### src/rtl/core/tbn_pkg.sv
// ----------------------------------------------------------------------------
// tbn_pkg
// Shared types, constants and byte classification helpers for the text byte
// normalizer.
// ----------------------------------------------------------------------------
package tbn_pkg;

	// Depth of the held space/tab run.
	localparam int PENDING_DEPTH = 32;
	localparam int PCW = $clog2(PENDING_DEPTH + 1);
	localparam int PIW = (PENDING_DEPTH > 1) ? $clog2(PENDING_DEPTH) : 1;

	// Entries in the queue between front and back.
	localparam int QUEUE_DEPTH = 2;

	// Character codes.
	localparam logic [7:0] CH_TAB   = 8'h09;
	localparam logic [7:0] CH_LF    = 8'h0A;
	localparam logic [7:0] CH_CR    = 8'h0D;
	localparam logic [7:0] CH_SPACE = 8'h20;
	localparam logic [7:0] CTRL_TOP = 8'h20;
	localparam logic [7:0] CH_0     = 8'h30;
	localparam logic [7:0] CH_9     = 8'h39;
	localparam logic [7:0] CH_UA    = 8'h41;
	localparam logic [7:0] CH_UZ    = 8'h5A;
	localparam logic [7:0] CH_LA    = 8'h61;
	localparam logic [7:0] CH_LZ    = 8'h7A;

	// Replacement character EF BF BD.
	localparam logic [7:0] REPL_B0 = 8'hEF;
	localparam logic [7:0] REPL_B1 = 8'hBF;
	localparam logic [7:0] REPL_B2 = 8'hBD;

	// Length classes.
	localparam logic [1:0] LC_NORMAL = 2'd0;
	localparam logic [1:0] LC_SHORT  = 2'd1;
	localparam logic [1:0] LC_EMPTY  = 2'd2;

	// Configuration register indexes.
	localparam logic [1:0] CFG_FIX_LINE_ENDINGS   = 2'd0;
	localparam logic [1:0] CFG_STRIP_CONTROLS     = 2'd1;
	localparam logic [1:0] CFG_TRIM_LINE_TAILS    = 2'd2;
	localparam logic [1:0] CFG_SHORT_LENGTH_LIMIT = 2'd3;

	localparam logic [7:0] SHORT_LIMIT_RESET = 8'd20;

	typedef struct packed {
		logic [7:0] in_byte;
		logic       byte_valid;
		logic       end_of_text;
	} in_item_t;

	typedef struct packed {
		logic [7:0] out_byte;
		logic       is_summary;
		logic       last_of_run;
		logic       line_endings_fixed;
		logic       controls_removed;
		logic       whitespace_trimmed;
		logic       high_numeric_ratio;
		logic       high_symbol_ratio;
		logic [1:0] length_class;
		logic       replacement_seen;
		logic       text_changed;
		logic       pending_overflow;
	} out_item_t;

	typedef struct packed {
		logic       fix_line_endings;
		logic       strip_controls;
		logic       trim_line_tails;
		logic [7:0] short_length_limit;
	} cfg_t;

	// One queue entry: a flushed whitespace run, an LF from a held CR,
	// one more byte and the summary, in that order, each optional.
	typedef struct packed {
		logic [PCW-1:0]           flush_cnt;
		logic [PENDING_DEPTH-1:0] flush_kinds;
		logic                     a_lf;
		logic                     b_vld;
		logic [7:0]               b_byte;
		logic                     sum_vld;
		logic                     line_fixed;
		logic                     ctrl_removed;
		logic                     ws_trimmed;
		logic                     overflow;
		logic                     changed;
		logic                     hi_num;
		logic                     hi_sym;
	} cmd_t;

	function automatic logic is_digit(input logic [7:0] c);
		return (c >= CH_0) && (c <= CH_9);
	endfunction

	function automatic logic is_letter(input logic [7:0] c);
		return ((c >= CH_UA) && (c <= CH_UZ)) || ((c >= CH_LA) && (c <= CH_LZ));
	endfunction

	// Anything that is not a digit, a letter, a space or TAB through CR.
	function automatic logic is_symbol(input logic [7:0] c);
		return !is_digit(c) && !is_letter(c) && (c != CH_SPACE) &&
			!((c >= CH_TAB) && (c <= CH_CR));
	endfunction

endpackage

### src/rtl/core/text_byte_normalizer_core.sv
// ----------------------------------------------------------------------------
// text_byte_normalizer_core
// Byte stream text normalizer: line ending repair, control stripping, line
// tail trimming and an end-of-text summary request.
// ----------------------------------------------------------------------------
//
//   Channel | Direction | Handshake             | Payload
//   --------+-----------+-----------------------+---------------------------
//   in      | in        | in_valid / in_stall   | in_data  (in_item_t)
//   out     | out       | out_valid / out_stall | out_data (out_item_t)
//   cfg     | in        | cfg_we                | cfg_index, cfg_wdata
//
// The front takes one input request per cycle whenever the two-entry command
// queue has room, so in_stall is exactly "queue full".
// The back delivers one result request per cycle while the output is not stalled;
// an item that flushes a held whitespace run of n bytes yields up to n + 3
// results, and the back is what sets the sustained rate for such items.
// Reset clears all stream state and restores the register defaults at once;
// there is no clearing pass.
// out_stall only holds the output register and, once the queue fills, the
// input side; neither side loses or repeats a request under any stall pattern.
// ----------------------------------------------------------------------------
module text_byte_normalizer_core import tbn_pkg::*; (
	input  logic      clk,
	input  logic      arst_n,
	input  logic      in_valid,
	output logic      in_stall,
	input  in_item_t  in_data,
	output logic      out_valid,
	input  logic      out_stall,
	output out_item_t out_data,
	input  logic      cfg_we,
	input  logic [1:0] cfg_index,
	input  logic [7:0] cfg_wdata
);

	cfg_t cfg_q;
	logic in_accept;
	logic q_push;
	logic q_pop;
	logic q_full;
	logic q_nonempty;
	cmd_t q_wr_cmd;
	cmd_t q_head;

	// Configuration registers. Writes must only happen while the block is idle; the block itself does not enforce this.
	always_ff @(posedge clk or negedge arst_n) begin
		if (!arst_n) begin
			cfg_q.fix_line_endings   <= 1'b1;
			cfg_q.strip_controls     <= 1'b1;
			cfg_q.trim_line_tails    <= 1'b1;
			cfg_q.short_length_limit <= SHORT_LIMIT_RESET;
		end else if (cfg_we) begin
			unique case (cfg_index)
				CFG_FIX_LINE_ENDINGS:   cfg_q.fix_line_endings   <= cfg_wdata[0];
				CFG_STRIP_CONTROLS:     cfg_q.strip_controls     <= cfg_wdata[0];
				CFG_TRIM_LINE_TAILS:    cfg_q.trim_line_tails    <= cfg_wdata[0];
				CFG_SHORT_LENGTH_LIMIT: cfg_q.short_length_limit <= cfg_wdata;
				default:                cfg_q                    <= cfg_q;
			endcase
		end
	end

	assign in_stall  = q_full;
	assign in_accept = in_valid && !in_stall;

	// The front classifies each accepted byte and posts a command describing
	// every result it causes; items that cause nothing post no command.
	tbn_front u_front (
		.clk    (clk),
		.arst_n (arst_n),
		.cfg    (cfg_q),
		.accept (in_accept),
		.item   (in_data),
		.push   (q_push),
		.cmd    (q_wr_cmd)
	);

	tbn_queue u_queue (
		.clk      (clk),
		.arst_n   (arst_n),
		.push     (q_push),
		.wr_cmd   (q_wr_cmd),
		.pop      (q_pop),
		.full     (q_full),
		.nonempty (q_nonempty),
		.head     (q_head)
	);

	// The back expands a command into result requests, one per cycle while the output is not stalled.
	tbn_back u_back (
		.clk       (clk),
		.arst_n    (arst_n),
		.cfg       (cfg_q),
		.head_vld  (q_nonempty),
		.head      (q_head),
		.pop       (q_pop),
		.out_valid (out_valid),
		.out_stall (out_stall),
		.out_data  (out_data)
	);

	// The front never posts into a full queue.
	a_no_overflow: assert property (@(posedge clk) disable iff (!arst_n)
		!(q_push && q_full))
		else $error("command pushed into a full queue");

	// The back never retires a command that is not there.
	a_no_underflow: assert property (@(posedge clk) disable iff (!arst_n)
		q_pop |-> q_nonempty)
		else $error("command popped from an empty queue");

	// A summary is always the final result of its input item.
	a_summary_last: assert property (@(posedge clk) disable iff (!arst_n)
		(out_valid && out_data.is_summary) |-> out_data.last_of_run)
		else $error("summary result not marked last");

	// A byte result carries no summary flags.
	a_byte_clean: assert property (@(posedge clk) disable iff (!arst_n)
		(out_valid && !out_data.is_summary) |->
		(out_data.length_class == LC_NORMAL && !out_data.text_changed))
		else $error("byte result carries summary fields");

endmodule

### src/rtl/core/tbn_front.sv
// ----------------------------------------------------------------------------
// tbn_front
// Accepts raw bytes, resolves CR handling, strips controls, holds the
// whitespace run, keeps the counts and flags and issues queue commands.
// ----------------------------------------------------------------------------
module tbn_front import tbn_pkg::*; (
	input  logic     clk,
	input  logic     arst_n,
	input  cfg_t     cfg,
	input  logic     accept,
	input  in_item_t item,
	output logic     push,
	output cmd_t     cmd
);

	logic                     held_cr_q;
	logic [PCW-1:0]           pend_cnt_q;
	logic [PENDING_DEPTH-1:0] pend_kinds_q;
	logic [31:0]              digit_q;
	logic [31:0]              letter_q;
	logic [31:0]              symbol_q;
	logic [33:0]              total_q;
	logic                     line_q;
	logic                     ctrl_q;
	logic                     trimmed_q;
	logic                     over_q;
	logic                     chg_q;

	logic                     held_n;
	logic [PCW-1:0]           cnt_n;
	logic [PENDING_DEPTH-1:0] kinds_n;
	logic [31:0]              digit_n;
	logic [31:0]              letter_n;
	logic [31:0]              symbol_n;
	logic [33:0]              total_n;
	logic                     line_n;
	logic                     ctrl_n;
	logic                     trimmed_n;
	logic                     over_n;
	logic                     chg_n;
	cmd_t                     c;

	always_comb begin
		logic [7:0] b;
		logic       counted;
		b         = item.in_byte;
		counted   = 1'b0;
		held_n    = held_cr_q;
		cnt_n     = pend_cnt_q;
		kinds_n   = pend_kinds_q;
		digit_n   = digit_q;
		letter_n  = letter_q;
		symbol_n  = symbol_q;
		total_n   = total_q;
		line_n    = line_q;
		ctrl_n    = ctrl_q;
		trimmed_n = trimmed_q;
		over_n    = over_q;
		chg_n     = chg_q;
		c         = '0;

		if (item.byte_valid) begin
			// Resolve a CR held from the previous byte.
			if (held_n) begin
				held_n = 1'b0;
				chg_n  = 1'b1;
				if (b != CH_LF) begin
					line_n = 1'b1;
					if (cfg.trim_line_tails) begin
						if (cnt_n != '0) begin
							trimmed_n = 1'b1;
						end
					end else begin
						c.flush_cnt   = cnt_n;
						c.flush_kinds = kinds_n;
					end
					cnt_n   = '0;
					kinds_n = '0;
					c.a_lf  = 1'b1;
				end
			end

			if (cfg.fix_line_endings && (b == CH_CR)) begin
				held_n = 1'b1;
			end else if (cfg.strip_controls && (b < CTRL_TOP) && (b != CH_LF) &&
				(b != CH_TAB)) begin
				ctrl_n = 1'b1;
				chg_n  = 1'b1;
			end else begin
				if (is_digit(b)) begin
					if (digit_n != '1) begin
						digit_n = digit_n + 32'd1;
						counted = 1'b1;
					end
				end else if (is_letter(b)) begin
					if (letter_n != '1) begin
						letter_n = letter_n + 32'd1;
						counted  = 1'b1;
					end
				end else if (is_symbol(b)) begin
					if (symbol_n != '1) begin
						symbol_n = symbol_n + 32'd1;
						counted  = 1'b1;
					end
				end
				if (counted) begin
					total_n = total_n + 34'd1;
				end

				if (((b == CH_SPACE) || (b == CH_TAB)) && cfg.trim_line_tails) begin
					if (cnt_n < PCW'(PENDING_DEPTH)) begin
						kinds_n[cnt_n[PIW-1:0]] = (b == CH_TAB);
						cnt_n = cnt_n + PCW'(1);
					end else begin
						over_n = 1'b1;
						chg_n  = 1'b1;
					end
				end else begin
					if ((b == CH_LF) && cfg.trim_line_tails) begin
						if (cnt_n != '0) begin
							trimmed_n = 1'b1;
							chg_n     = 1'b1;
						end
					end else if (cnt_n != '0) begin
						c.flush_cnt   = cnt_n;
						c.flush_kinds = kinds_n;
					end
					cnt_n    = '0;
					kinds_n  = '0;
					c.b_vld  = 1'b1;
					c.b_byte = b;
				end
			end
		end

		if (item.end_of_text) begin
			// A CR still held at the end becomes LF.
			if (held_n) begin
				held_n = 1'b0;
				line_n = 1'b1;
				chg_n  = 1'b1;
				if (cfg.trim_line_tails) begin
					if (cnt_n != '0) begin
						trimmed_n = 1'b1;
					end
				end else if (cnt_n != '0) begin
					c.flush_cnt   = cnt_n;
					c.flush_kinds = kinds_n;
				end
				cnt_n    = '0;
				kinds_n  = '0;
				c.b_vld  = 1'b1;
				c.b_byte = CH_LF;
			end
			if (cnt_n != '0) begin
				if (cfg.trim_line_tails) begin
					trimmed_n = 1'b1;
					chg_n     = 1'b1;
				end else begin
					c.flush_cnt   = cnt_n;
					c.flush_kinds = kinds_n;
				end
			end
			c.sum_vld      = 1'b1;
			c.line_fixed   = line_n;
			c.ctrl_removed = ctrl_n;
			c.ws_trimmed   = trimmed_n;
			c.overflow     = over_n;
			c.changed      = chg_n;
			c.hi_num       = {1'b0, digit_n, 1'b0} > total_n;
			c.hi_sym       = {1'b0, symbol_n, 1'b0} > total_n;

			// The text is done: everything returns to its reset value.
			held_n    = 1'b0;
			cnt_n     = '0;
			kinds_n   = '0;
			digit_n   = '0;
			letter_n  = '0;
			symbol_n  = '0;
			total_n   = '0;
			line_n    = 1'b0;
			ctrl_n    = 1'b0;
			trimmed_n = 1'b0;
			over_n    = 1'b0;
			chg_n     = 1'b0;
		end
	end

	assign cmd  = c;
	assign push = accept && ((c.flush_cnt != '0) || c.a_lf || c.b_vld || c.sum_vld);

	always_ff @(posedge clk or negedge arst_n) begin
		if (!arst_n) begin
			held_cr_q    <= 1'b0;
			pend_cnt_q   <= '0;
			pend_kinds_q <= '0;
			digit_q      <= '0;
			letter_q     <= '0;
			symbol_q     <= '0;
			total_q      <= '0;
			line_q       <= 1'b0;
			ctrl_q       <= 1'b0;
			trimmed_q    <= 1'b0;
			over_q       <= 1'b0;
			chg_q        <= 1'b0;
		end else if (accept) begin
			held_cr_q    <= held_n;
			pend_cnt_q   <= cnt_n;
			pend_kinds_q <= kinds_n;
			digit_q      <= digit_n;
			letter_q     <= letter_n;
			symbol_q     <= symbol_n;
			total_q      <= total_n;
			line_q       <= line_n;
			ctrl_q       <= ctrl_n;
			trimmed_q    <= trimmed_n;
			over_q       <= over_n;
			chg_q        <= chg_n;
		end
	end

endmodule

### src/rtl/core/tbn_queue.sv
// ----------------------------------------------------------------------------
// tbn_queue
// Small register queue of commands between the front and the back.
// ----------------------------------------------------------------------------
module tbn_queue import tbn_pkg::*; (
	input  logic clk,
	input  logic arst_n,
	input  logic push,
	input  cmd_t wr_cmd,
	input  logic pop,
	output logic full,
	output logic nonempty,
	output cmd_t head
);

	localparam int QAW = (QUEUE_DEPTH > 1) ? $clog2(QUEUE_DEPTH) : 1;
	localparam int QCW = $clog2(QUEUE_DEPTH + 1);

	cmd_t           slot_q [QUEUE_DEPTH];
	logic [QAW-1:0] wr_ptr_q;
	logic [QAW-1:0] rd_ptr_q;
	logic [QCW-1:0] count_q;

	assign full     = (count_q == QCW'(QUEUE_DEPTH));
	assign nonempty = (count_q != '0);
	assign head     = slot_q[rd_ptr_q];

	always_ff @(posedge clk) begin
		if (push) begin
			slot_q[wr_ptr_q] <= wr_cmd;
		end
	end

	always_ff @(posedge clk or negedge arst_n) begin
		if (!arst_n) begin
			wr_ptr_q <= '0;
			rd_ptr_q <= '0;
			count_q  <= '0;
		end else begin
			if (push) begin
				wr_ptr_q <= (wr_ptr_q == QAW'(QUEUE_DEPTH - 1)) ? '0 : wr_ptr_q + QAW'(1);
			end
			if (pop) begin
				rd_ptr_q <= (rd_ptr_q == QAW'(QUEUE_DEPTH - 1)) ? '0 : rd_ptr_q + QAW'(1);
			end
			if (push && !pop) begin
				count_q <= count_q + QCW'(1);
			end else if (pop && !push) begin
				count_q <= count_q - QCW'(1);
			end
		end
	end

endmodule

### src/rtl/core/tbn_back.sv
// ----------------------------------------------------------------------------
// tbn_back
// Plays out queued commands into the output register, one result per cycle
// while unstalled, and tracks output length and replacement-character match.
// ----------------------------------------------------------------------------
module tbn_back import tbn_pkg::*; (
	input  logic      clk,
	input  logic      arst_n,
	input  cfg_t      cfg,
	input  logic      head_vld,
	input  cmd_t      head,
	output logic      pop,
	output logic      out_valid,
	input  logic      out_stall,
	output out_item_t out_data
);

	localparam logic [1:0] PH_FLUSH = 2'd0;
	localparam logic [1:0] PH_LF    = 2'd1;
	localparam logic [1:0] PH_BYTE  = 2'd2;
	localparam logic [1:0] PH_SUM   = 2'd3;

	logic [1:0]     phase_q;
	logic [PCW-1:0] idx_q;
	logic [7:0]     len_q;
	logic [1:0]     match_q;
	logic           repl_q;
	logic           out_valid_q;
	out_item_t      out_q;

	logic [1:0]     eff;
	logic           more_flush;
	logic           last;
	logic           adv;
	logic [7:0]     byte_now;
	out_item_t      res;

	always_comb begin
		if ((phase_q == PH_FLUSH) && (idx_q < head.flush_cnt)) begin
			eff = PH_FLUSH;
		end else if ((phase_q <= PH_LF) && head.a_lf) begin
			eff = PH_LF;
		end else if ((phase_q <= PH_BYTE) && head.b_vld) begin
			eff = PH_BYTE;
		end else begin
			eff = PH_SUM;
		end
		more_flush = (eff == PH_FLUSH) && ((idx_q + PCW'(1)) < head.flush_cnt);
		last = !more_flush && !(head.a_lf && (eff < PH_LF)) &&
			!(head.b_vld && (eff < PH_BYTE)) && !(head.sum_vld && (eff < PH_SUM));
	end

	always_comb begin
		unique case (eff)
			PH_FLUSH: byte_now = head.flush_kinds[idx_q[PIW-1:0]] ? CH_TAB : CH_SPACE;
			PH_LF:    byte_now = CH_LF;
			PH_BYTE:  byte_now = head.b_byte;
			default:  byte_now = 8'd0;
		endcase
	end

	always_comb begin
		res             = '0;
		res.last_of_run = last;
		if (eff == PH_SUM) begin
			res.is_summary         = 1'b1;
			res.line_endings_fixed = head.line_fixed;
			res.controls_removed   = head.ctrl_removed;
			res.whitespace_trimmed = head.ws_trimmed;
			res.high_numeric_ratio = head.hi_num;
			res.high_symbol_ratio  = head.hi_sym;
			res.replacement_seen   = repl_q;
			res.text_changed       = head.changed;
			res.pending_overflow   = head.overflow;
			if (len_q == 8'd0) begin
				res.length_class = LC_EMPTY;
			end else if (len_q < cfg.short_length_limit) begin
				res.length_class = LC_SHORT;
			end else begin
				res.length_class = LC_NORMAL;
			end
		end else begin
			res.out_byte = byte_now;
		end
	end

	assign adv       = head_vld && (!out_valid_q || !out_stall);
	assign pop       = adv && last;
	assign out_valid = out_valid_q;
	assign out_data  = out_q;

	always_ff @(posedge clk) begin
		if (adv) begin
			out_q <= res;
		end
	end

	always_ff @(posedge clk or negedge arst_n) begin
		if (!arst_n) begin
			phase_q     <= PH_FLUSH;
			idx_q       <= '0;
			len_q       <= '0;
			match_q     <= '0;
			repl_q      <= 1'b0;
			out_valid_q <= 1'b0;
		end else begin
			if (adv) begin
				out_valid_q <= 1'b1;
			end else if (!out_stall) begin
				out_valid_q <= 1'b0;
			end

			if (adv) begin
				if (last) begin
					phase_q <= PH_FLUSH;
					idx_q   <= '0;
				end else if (more_flush) begin
					idx_q <= idx_q + PCW'(1);
				end else begin
					phase_q <= eff + 2'd1;
					idx_q   <= '0;
				end

				if (eff == PH_SUM) begin
					len_q   <= '0;
					match_q <= '0;
					repl_q  <= 1'b0;
				end else begin
					if (len_q != 8'hFF) begin
						len_q <= len_q + 8'd1;
					end
					if ((match_q == 2'd2) && (byte_now == REPL_B2)) begin
						repl_q <= 1'b1;
					end
					if (byte_now == REPL_B0) begin
						match_q <= 2'd1;
					end else if ((match_q == 2'd1) && (byte_now == REPL_B1)) begin
						match_q <= 2'd2;
					end else begin
						match_q <= 2'd0;
					end
				end
			end
		end
	end

endmodule
### config.mk
export PLATFORM = sky130hd
export DESIGN_NAME = text_byte_normalizer_core
export DESIGN_NICKNAME = d
export VERILOG_FILES = /design/src/rtl/core/tbn_pkg.sv /design/src/rtl/core/text_byte_normalizer_core.sv /design/src/rtl/core/tbn_front.sv /design/src/rtl/core/tbn_queue.sv /design/src/rtl/core/tbn_back.sv
export SDC_FILE = /design/constraint.sdc
export NUM_CORES = 1
export LEC_CHECK = 0
export ABC_AREA = 1
export BUFFER_PORTS_ARGS = -buffer_cell sky130_fd_sc_hd__buf_2
export CORE_UTILIZATION = 40
export DETAILED_ROUTE_END_ITERATION = 10
export PLACE_DENSITY = 0.66
export SYNTH_ARGS = -nofsm -noshare
export SYNTH_HDL_FRONTEND = slang
export SYNTH_SLANG_ARGS = --single-unit
### constraint.sdc
create_clock -name clk -period 4.27 [get_ports clk]
set_clock_uncertainty 0.1 [all_clocks]
set_input_delay 0.854 -clock clk [delete_from_list [all_inputs] [get_ports clk]]
set_output_delay 0.854 -clock clk [all_outputs]
set_load 0.05 [all_outputs]
==> impl_metrics.yaml, run 1 <==
run_status:
  status: "complete, no violations"
clocking:
  htreeDepth: 2
  cts_buffers: 40
  clock_tree.root_cell: "clkbuf_16"
  worst_skew_pair.late_latency_ps: 580
  cts_sinks: 341
  cts_hold_buffers: 0
  clk_path_buf_depth: 3
  cts.clk_slew.worst_paths_ps: 60
  cts_tree: "yes"
place:
  portBuffers: 46
  gp_congestion: 0.924
  dp_hpwl_um: 43800
  dp.cells: 3444
final_layout:
  nets: 2920
  num-fill-cells: 5143
  insertedDiodeCount: 0
  seq_area_um2: 9200
  layoutNonFillerInstCount: 3519
  multiInputGateArea_um2: 10900
  layout-drive-gt1-share_pct: 12.6
  syn2layout_area_growth_pct: 14.0
synthesis:
  synth_fp_nets: 2819
  ys_warn_count: 0
  synth-edff-count: 132
  ys_ff_latch: 341
  synth.distinct_cells: 64
  avgSynthCellArea_um2: 8.01
  synth_cells: 2700
  yosysSeqAreaShare_pct: 42.5
  syn_area_um2: 21600
  ys.flop_type: "dfrtp_1"
  async_reset_ff_share_pct: 61.3
sta:
  final_max_slew_viol_count: 0
  hold_viol_final: 0
  grt_setup_unrepaired: "false"
  setup_viol: 0
  finalCritPeriodShare_pct: 92.0
  max_slew_margin_pct: 13.5
  fin_tns_setup_ps: 0
  worst_slew_pin_slew_ps: 1300
  fmax_mhz: 254
  period_minus_slack_ps: 3930
global_route:
  antenna_found_initial: 0
  grt_pass1_wl_um: 98100
  grt-ovfl-total: 0
  grt_max_degree: 106
  grt_pass1_vias: 18700
  grtUsageTotal_pct: 22.4
power_and_ir_drop:
  power.density_nw_per_um2: 467
  ir_worst_vdd_uv: 366
  power.leakage_nw: 10.4
worst_setup_path:
  cp-end-kind: "register"
  critPathLaunch: "u_front.digit_q[0]"
  reg2reg_from: "u_front.digit_q[0]"
  regToRegSetupSlack_ps: 340
  critical_path.cell_chain: "ha_1 > nand2_1 > nor2_1 > nand2_1 > nor2_4 > nand2_2 > nand2_4 > nand3_4 > nand2_4 > inv_2 > nand3_1 > xor2_1 > ha_1 > nand3_1 > inv_1 > a32oi_1 > nand3_1 > nand2_1 > o2111ai_1 > nand4_1 > nand3_1 > nor2_1 > nor2_1"
  cp_slowest_stage_delay_ps: 410
  rr_endpoint: "u_queue.slot_q[0][1]"
  cp-start-kind: "register"
  r2r_cells: 23
  crit_top_cell: "nand3_1"
  worstSetupPathType: "register to register"
  worstPathArrival_ps: 4140
  cp.required_ps: 4480
  critical_path.max_fanout: 11
  crit_slowest_cell: "dfrtp_2"
floorplanning:
  ios: 47
  die_x_um: 235
  core_area_um2: 53000
  die_area_um2: 55000
  rows: 84
  die_h_um: 235
  start_util_pct: 40.8
drt:
  drt_iter0_drc: 1421
  vias: 19100
  remaining_drc_errors: 0
  post_drt_wl_per_cell_um: 17.4
  via_per_inst: 5.44
  totalWireLength_um: 61100
  ant_nets: 0
  first_pass_iters: 6
min_path:
  hp-class: "input pin to async pin"
flow_run:
  drv_cap: 0
-- metal layers --
metal	GRT usage, %	up-vias	part of all wire, %
met3	2.87	107	5.8
met5	0	-	0
li1	-	9368	-
met2	36.8	596	47
met1	29.9	9070	44
met4	8.65	0	3.2
-- layout by cell type (no fill, tap or decap), types with 6 or more instances in the layout --
master and count:
a211oi_1 6, a21oi_1 128, a22o_1 8, buf_12 6, buf_2 45, buf_4 106
clkbuf_1 9, clkbuf_16 42, clkbuf_8 7, clkinv_1 6, dfrtp_1 202, edfxtp_1 132
ha_1 94, inv_1 288, inv_2 14, mux2i_1 6, nand2_1 532, nand2_2 8
nand3_1 190, nand3_2 8, nand4_1 52, nor2_1 259, nor2_2 15, nor2_4 17
nor3_1 67, nor3_2 8, nor4_1 22, o211ai_1 10, o21a_1 7, o21ai_0 186
o21ai_1 41, o21ai_2 31, o22ai_1 68, o31ai_1 23, xnor2_1 12, xor2_1 92
-- power breakdown --
group          switching [W]  internal, W  total [W]
Combinational        0.00255      0.00101    0.00357
Sequential          0.000305      0.00402    0.00432
Clock                0.00146      0.00219    0.00364
Total                0.00432      0.00722     0.0115
-- state kept, by name, summed over array words and instances (netlist names), 2 cells and up --
name and count:
u_front.total_q 34, u_back.idx_q 6, u_front.symbol_q 32, u_front.pend_cnt_q 6, u_back.out_data 20, u_queue.count_q 2
u_back.phase_q 2, u_queue.slot_q 112, u_front.letter_q 32, u_back.len_q 8, u_front.digit_q 32, cfg_q 11
u_back.match_q 2, u_front.pend_kinds_q 32
-- stage by stage --
step	power, W	setup WS, ps	hold slack (ps)	util (%)	area (um2)
2_1_floorplan	0.00677	222	348	-	21600
3_3_place_gp	0.00782	-104	380	43.8	23200
3_5_place_dp	0.00792	-158	384	43.8	23200
4_1_cts	0.0116	118	225	46.5	24600
5_1_grt	0.0122	18.0	261	46.6	24700
6_report	0.0115	340	176	46.6	24700
-- worst max path at each step --
stage / slack (ps) / endpoint / depth (start not counted)
global placement: -100 / u_queue.slot_q[0][0] / 23
detailed placement: -160 / u_queue.slot_q[0][0] / 23
floorplan: 220 / u_queue.slot_q[1][0] / 11
finish: 340 / u_queue.slot_q[0][1] / 23
global route: 20 / u_queue.slot_q[1][0] / 24
CTS: 120 / u_queue.slot_q[0][0] / 24
-- repair_timing --
item,in CTS,in global routing
resized for setup,0,5
setup endpoints to repair,0,6
setup buffers,0,3
hold endpoints to repair,0,0
-- critical path, delay by kind of cell, from the launching register on --
kind / cells / cell delay (ps)
adders and majority gates: 2 / 570
xor gates and xnor gates: 1 / 360
DFF: 1 / 410
AOI/OAI and AO/OA: 2 / 240
buffers and inverters: 2 / 150
and+or+nand+nor: 16 / 1860
-- cells in the mapped netlist, types with 12 or more instances --
library cell	n	share of area [%]
nand3_1	190	4.4
o21ai_2	31	1.3
clkbuf_1	75	1.3
nand4_1	52	1.5
o31ai_1	23	0.80
nor4_1	22	0.64
a21oi_1	129	3.0
ha_1	94	5.4
dfrtp_1	204	24
nor2_4	13	0.68
nor2_2	16	0.46
o22ai_1	68	2.0
edfxtp_1	132	18
nor3_1	67	1.5
inv_1	289	5.0
xor2_1	92	3.7
inv_2	12	0.21
o21ai_1	41	0.95
xnor2_1	12	0.49
nor2_1	262	4.5
nand2_1	533	9.2
o21ai_0	187	4.3
-- cells by family after synthesis --
| family | Yosys count | share of synthesized area (%) |
|---|---|---|
| AND/OR/NAND/NOR | 1208 | 25.5 |
| AO/OA/AOI/OAI | 538 | 14.6 |
| buffers and inverters | 408 | 7.45 |
| flip-flops | 341 | 42.5 |
| XOR/XNOR | 105 | 4.28 |
| adder cells (fa/ha/maj) | 94 | 5.44 |
| multiplexers | 6 | 0.278 |
-- final cells by class --
class	count	area share, %
multi-input combinational	1951	44.1
sequential	341	37.3
clock buffer	58	4.79
inverter	309	4.71
timing repair buffer	158	4.69
tap	688	3.49
clock inverter	14	0.913
(Power assumes the default switching activity.)
==> run 2, diff against run 1 <==
--- a/config.mk
+++ b/config.mk
@@ -7,9 +7,11 @@
 export LEC_CHECK = 0
 export ABC_AREA = 1
 export BUFFER_PORTS_ARGS = -buffer_cell sky130_fd_sc_hd__buf_2
-export CORE_UTILIZATION = 40
+export CELL_PAD_IN_SITES_DETAIL_PLACEMENT = 0
+export CELL_PAD_IN_SITES_GLOBAL_PLACEMENT = 2
+export CORE_UTILIZATION = 35
 export DETAILED_ROUTE_END_ITERATION = 10
-export PLACE_DENSITY = 0.66
+export PLACE_DENSITY = 0.86
 export SYNTH_ARGS = -nofsm -noshare
 export SYNTH_HDL_FRONTEND = slang
 export SYNTH_SLANG_ARGS = --single-unit
==> impl_metrics.yaml, run 2 (synthesis results as in run 1) <==
floorplanning:
  core_area_um2: 60700
  rows: 90
  ios: 47
  die_x_um: 251
  start_util_pct: 35.7
  die_h_um: 251
  die_area_um2: 62800
place:
  dp_hpwl_um: 45800
  post_dp_cell_area_um2: 23300
  gp_congestion: 0.892
  portBuffers: 46
final_layout:
  final_common_cell: "nand2_1"
  num-fill-cells: 6122
  layout_common_cells: "531 x nand2_1, 288 x inv_1, 258 x nor2_1"
  layout-drive-gt1-share_pct: 12.3
  nets: 2913
  syn2layout_area_growth_pct: 13.7
  regMostFlops: "u_queue.slot_q"
  reg_top3: "u_queue.slot_q: 112 flops, u_front.total_q: 34 flops"
  largest_reg_flops: 112
  insertedDiodeCount: 0
  finalInstanceArea_um2: 24600
clocking:
  cts_tree: "yes"
  cts.clk_slew.worst_paths_ps: 60
  clk_path_buf_depth: 3
  cts_buffers: 43
  cts_hold_buffers: 0
  htreeDepth: 2
  cts_sinks: 341
  clock_tree.root_cell: "clkbuf_16"
  worst_skew_pair.late_latency_ps: 570
worst_setup_path:
  cp-end-kind: "register"
  crit_slowest_cell: "dfrtp_1"
  cp.depth: 21
  crit_buf_inv: 1
  reg2reg_from: "u_front.digit_q[1]"
  endpoint: "u_queue.slot_q[1][1]"
  cp-start-kind: "register"
  critical_path.cell_chain: "ha_1 > nand2_1 > nor2_1 > nand2_1 > nor2_2 > nand2_2 > nand2_4 > nand3_4 > buf_4 > nand2_1 > o21ai_0 > nand2_1 > o21ai_0 > nand2_1 > o21ai_0 > ha_1 > nand4_1 > nor4_2 > nand3_1 > o21ai_0 > nor2_1"
  crit_top_cell: "nand2_1"
  critical_path.max_fanout: 10
  critPathLaunch: "u_front.digit_q[1]"
  cp_slowest_stage_delay_ps: 380
  crit_family: "simple AND/OR/NAND/NOR gates"
  regToRegSetupSlack_ps: 360
  rr_endpoint: "u_queue.slot_q[1][1]"
  r2r_cells: 21
  cp.required_ps: 4470
  worstSetupPathType: "register to register"
  worstPathArrival_ps: 4110
global_route:
  grt-ovfl-total: 0
  grt_pass1_vias: 18300
  grt_pass1_wl_um: 102000
  antenna_found_initial: 0
  grt_max_degree: 66
  grtUsageTotal_pct: 20.3
drt:
  drt_iter0_drc: 1439
  remaining_drc_errors: 0
  wl_met3_um: 2710
  first_pass_iters: 5
  vias: 18900
  via_per_inst: 5.25
  wl_met1_um: 30100
  met2_length_um: 29700
  topRoutingLayerUsed: "met4"
  post_drt_wl_per_cell_um: 17.7
  totalWireLength_um: 63700
  ant_nets: 0
sta:
  grt_setup_unrepaired: "false"
  hold_viol_final: 0
  fin_tns_setup_ps: 0
  max_slew_margin_pct: 46.1
  finalCritPeriodShare_pct: 91.5
  fmax_mhz: 256
  final_max_slew_viol_count: 0
  period_minus_slack_ps: 3910
  setup_viol: 0
  worst_slew_pin_slew_ps: 808
flow_run:
  drv_cap: 0
power_and_ir_drop:
  power.density_nw_per_um2: 457
  p_total_w: 0.0112
  power.leakage_nw: 10.3
  ir_worst_vdd_uv: 308
min_path:
  hp-class: "input pin to async pin"
run_status:
  status: "complete, no violations"
run 2: worst min path at each step:
stage          startpoint                 endpoint  slack, ps  cells after the start
2_1_floorplan    cfg_q[0]                 cfg_q[0]        350                      2
3_3_place_gp     cfg_q[4]                 cfg_q[4]        380                      2
3_5_place_dp     cfg_q[4]                 cfg_q[4]        370                      2
4_1_cts            arst_n  u_front.pend_kinds_q[5]        110                      1
5_1_grt            arst_n  u_front.pend_kinds_q[5]        140                      1
6_report           arst_n  u_front.pend_kinds_q[5]        100                      1
run 2: what timing repair did:
item / 4_1_cts / 5_1_grt
setup endpoints to repair: 0 / 6
gates resized for setup: 0 / 9
buffers inserted: 0 / 1
run 2: metal layers:
metal	track usage, %	vias to the layer above
met5	0	-
met4	4.84	0
met3	2.21	77
met2	33.5	447
met1	28.3	9051
li1	-	9362
run 2: worst register-to-register path: stages, from the launching register on:
cell     delay, ps
dfrtp_1        380
ha_1           190
nand2_1         50
nor2_1         160
nand2_1        100
nor2_2         240
nand2_2        160
nand2_4        130
nand3_4        160
buf_4          230
nand2_1         70
o21ai_0         70
nand2_1         70
o21ai_0         70
nand2_1         60
o21ai_0        190
ha_1           370
nand4_1        170
nor4_2         300
nand3_1        110
o21ai_0        160
nor2_1          90
run 2: power by group:
| part | internal [W] | switching, W | total (W) |
|---|---|---|---|
| Combinational | 0.00100 | 0.00256 | 0.00356 |
| Clock | 0.00192 | 0.00144 | 0.00337 |
| Sequential | 0.00402 | 0.000303 | 0.00432 |
| Total | 0.00694 | 0.00431 | 0.0112 |
run 2: cell type report:
type,instances,area (um2),share of cell area [%]
multi-input combinational,1951,10900,44.3
sequential,341,9200,37.4
clock buffer,58,1170,4.76
tap,782,978,3.98
inverter,309,1170,4.74
timing repair buffer,148,1080,4.39
clock inverter,17,115,0.468
run 2: metrics by stage:
step	utilization, %	setup slack (ps)	hold slack, ps	instances
4_1_cts	40.5	87.2	109	3605
3_5_place_dp	38.4	-318	375	3530
5_1_grt	40.5	5.85	139	3606
3_3_place_gp	38.4	-240	376	3530
6_report	40.5	361	103	3606
2_1_floorplan	-	222	348	2700
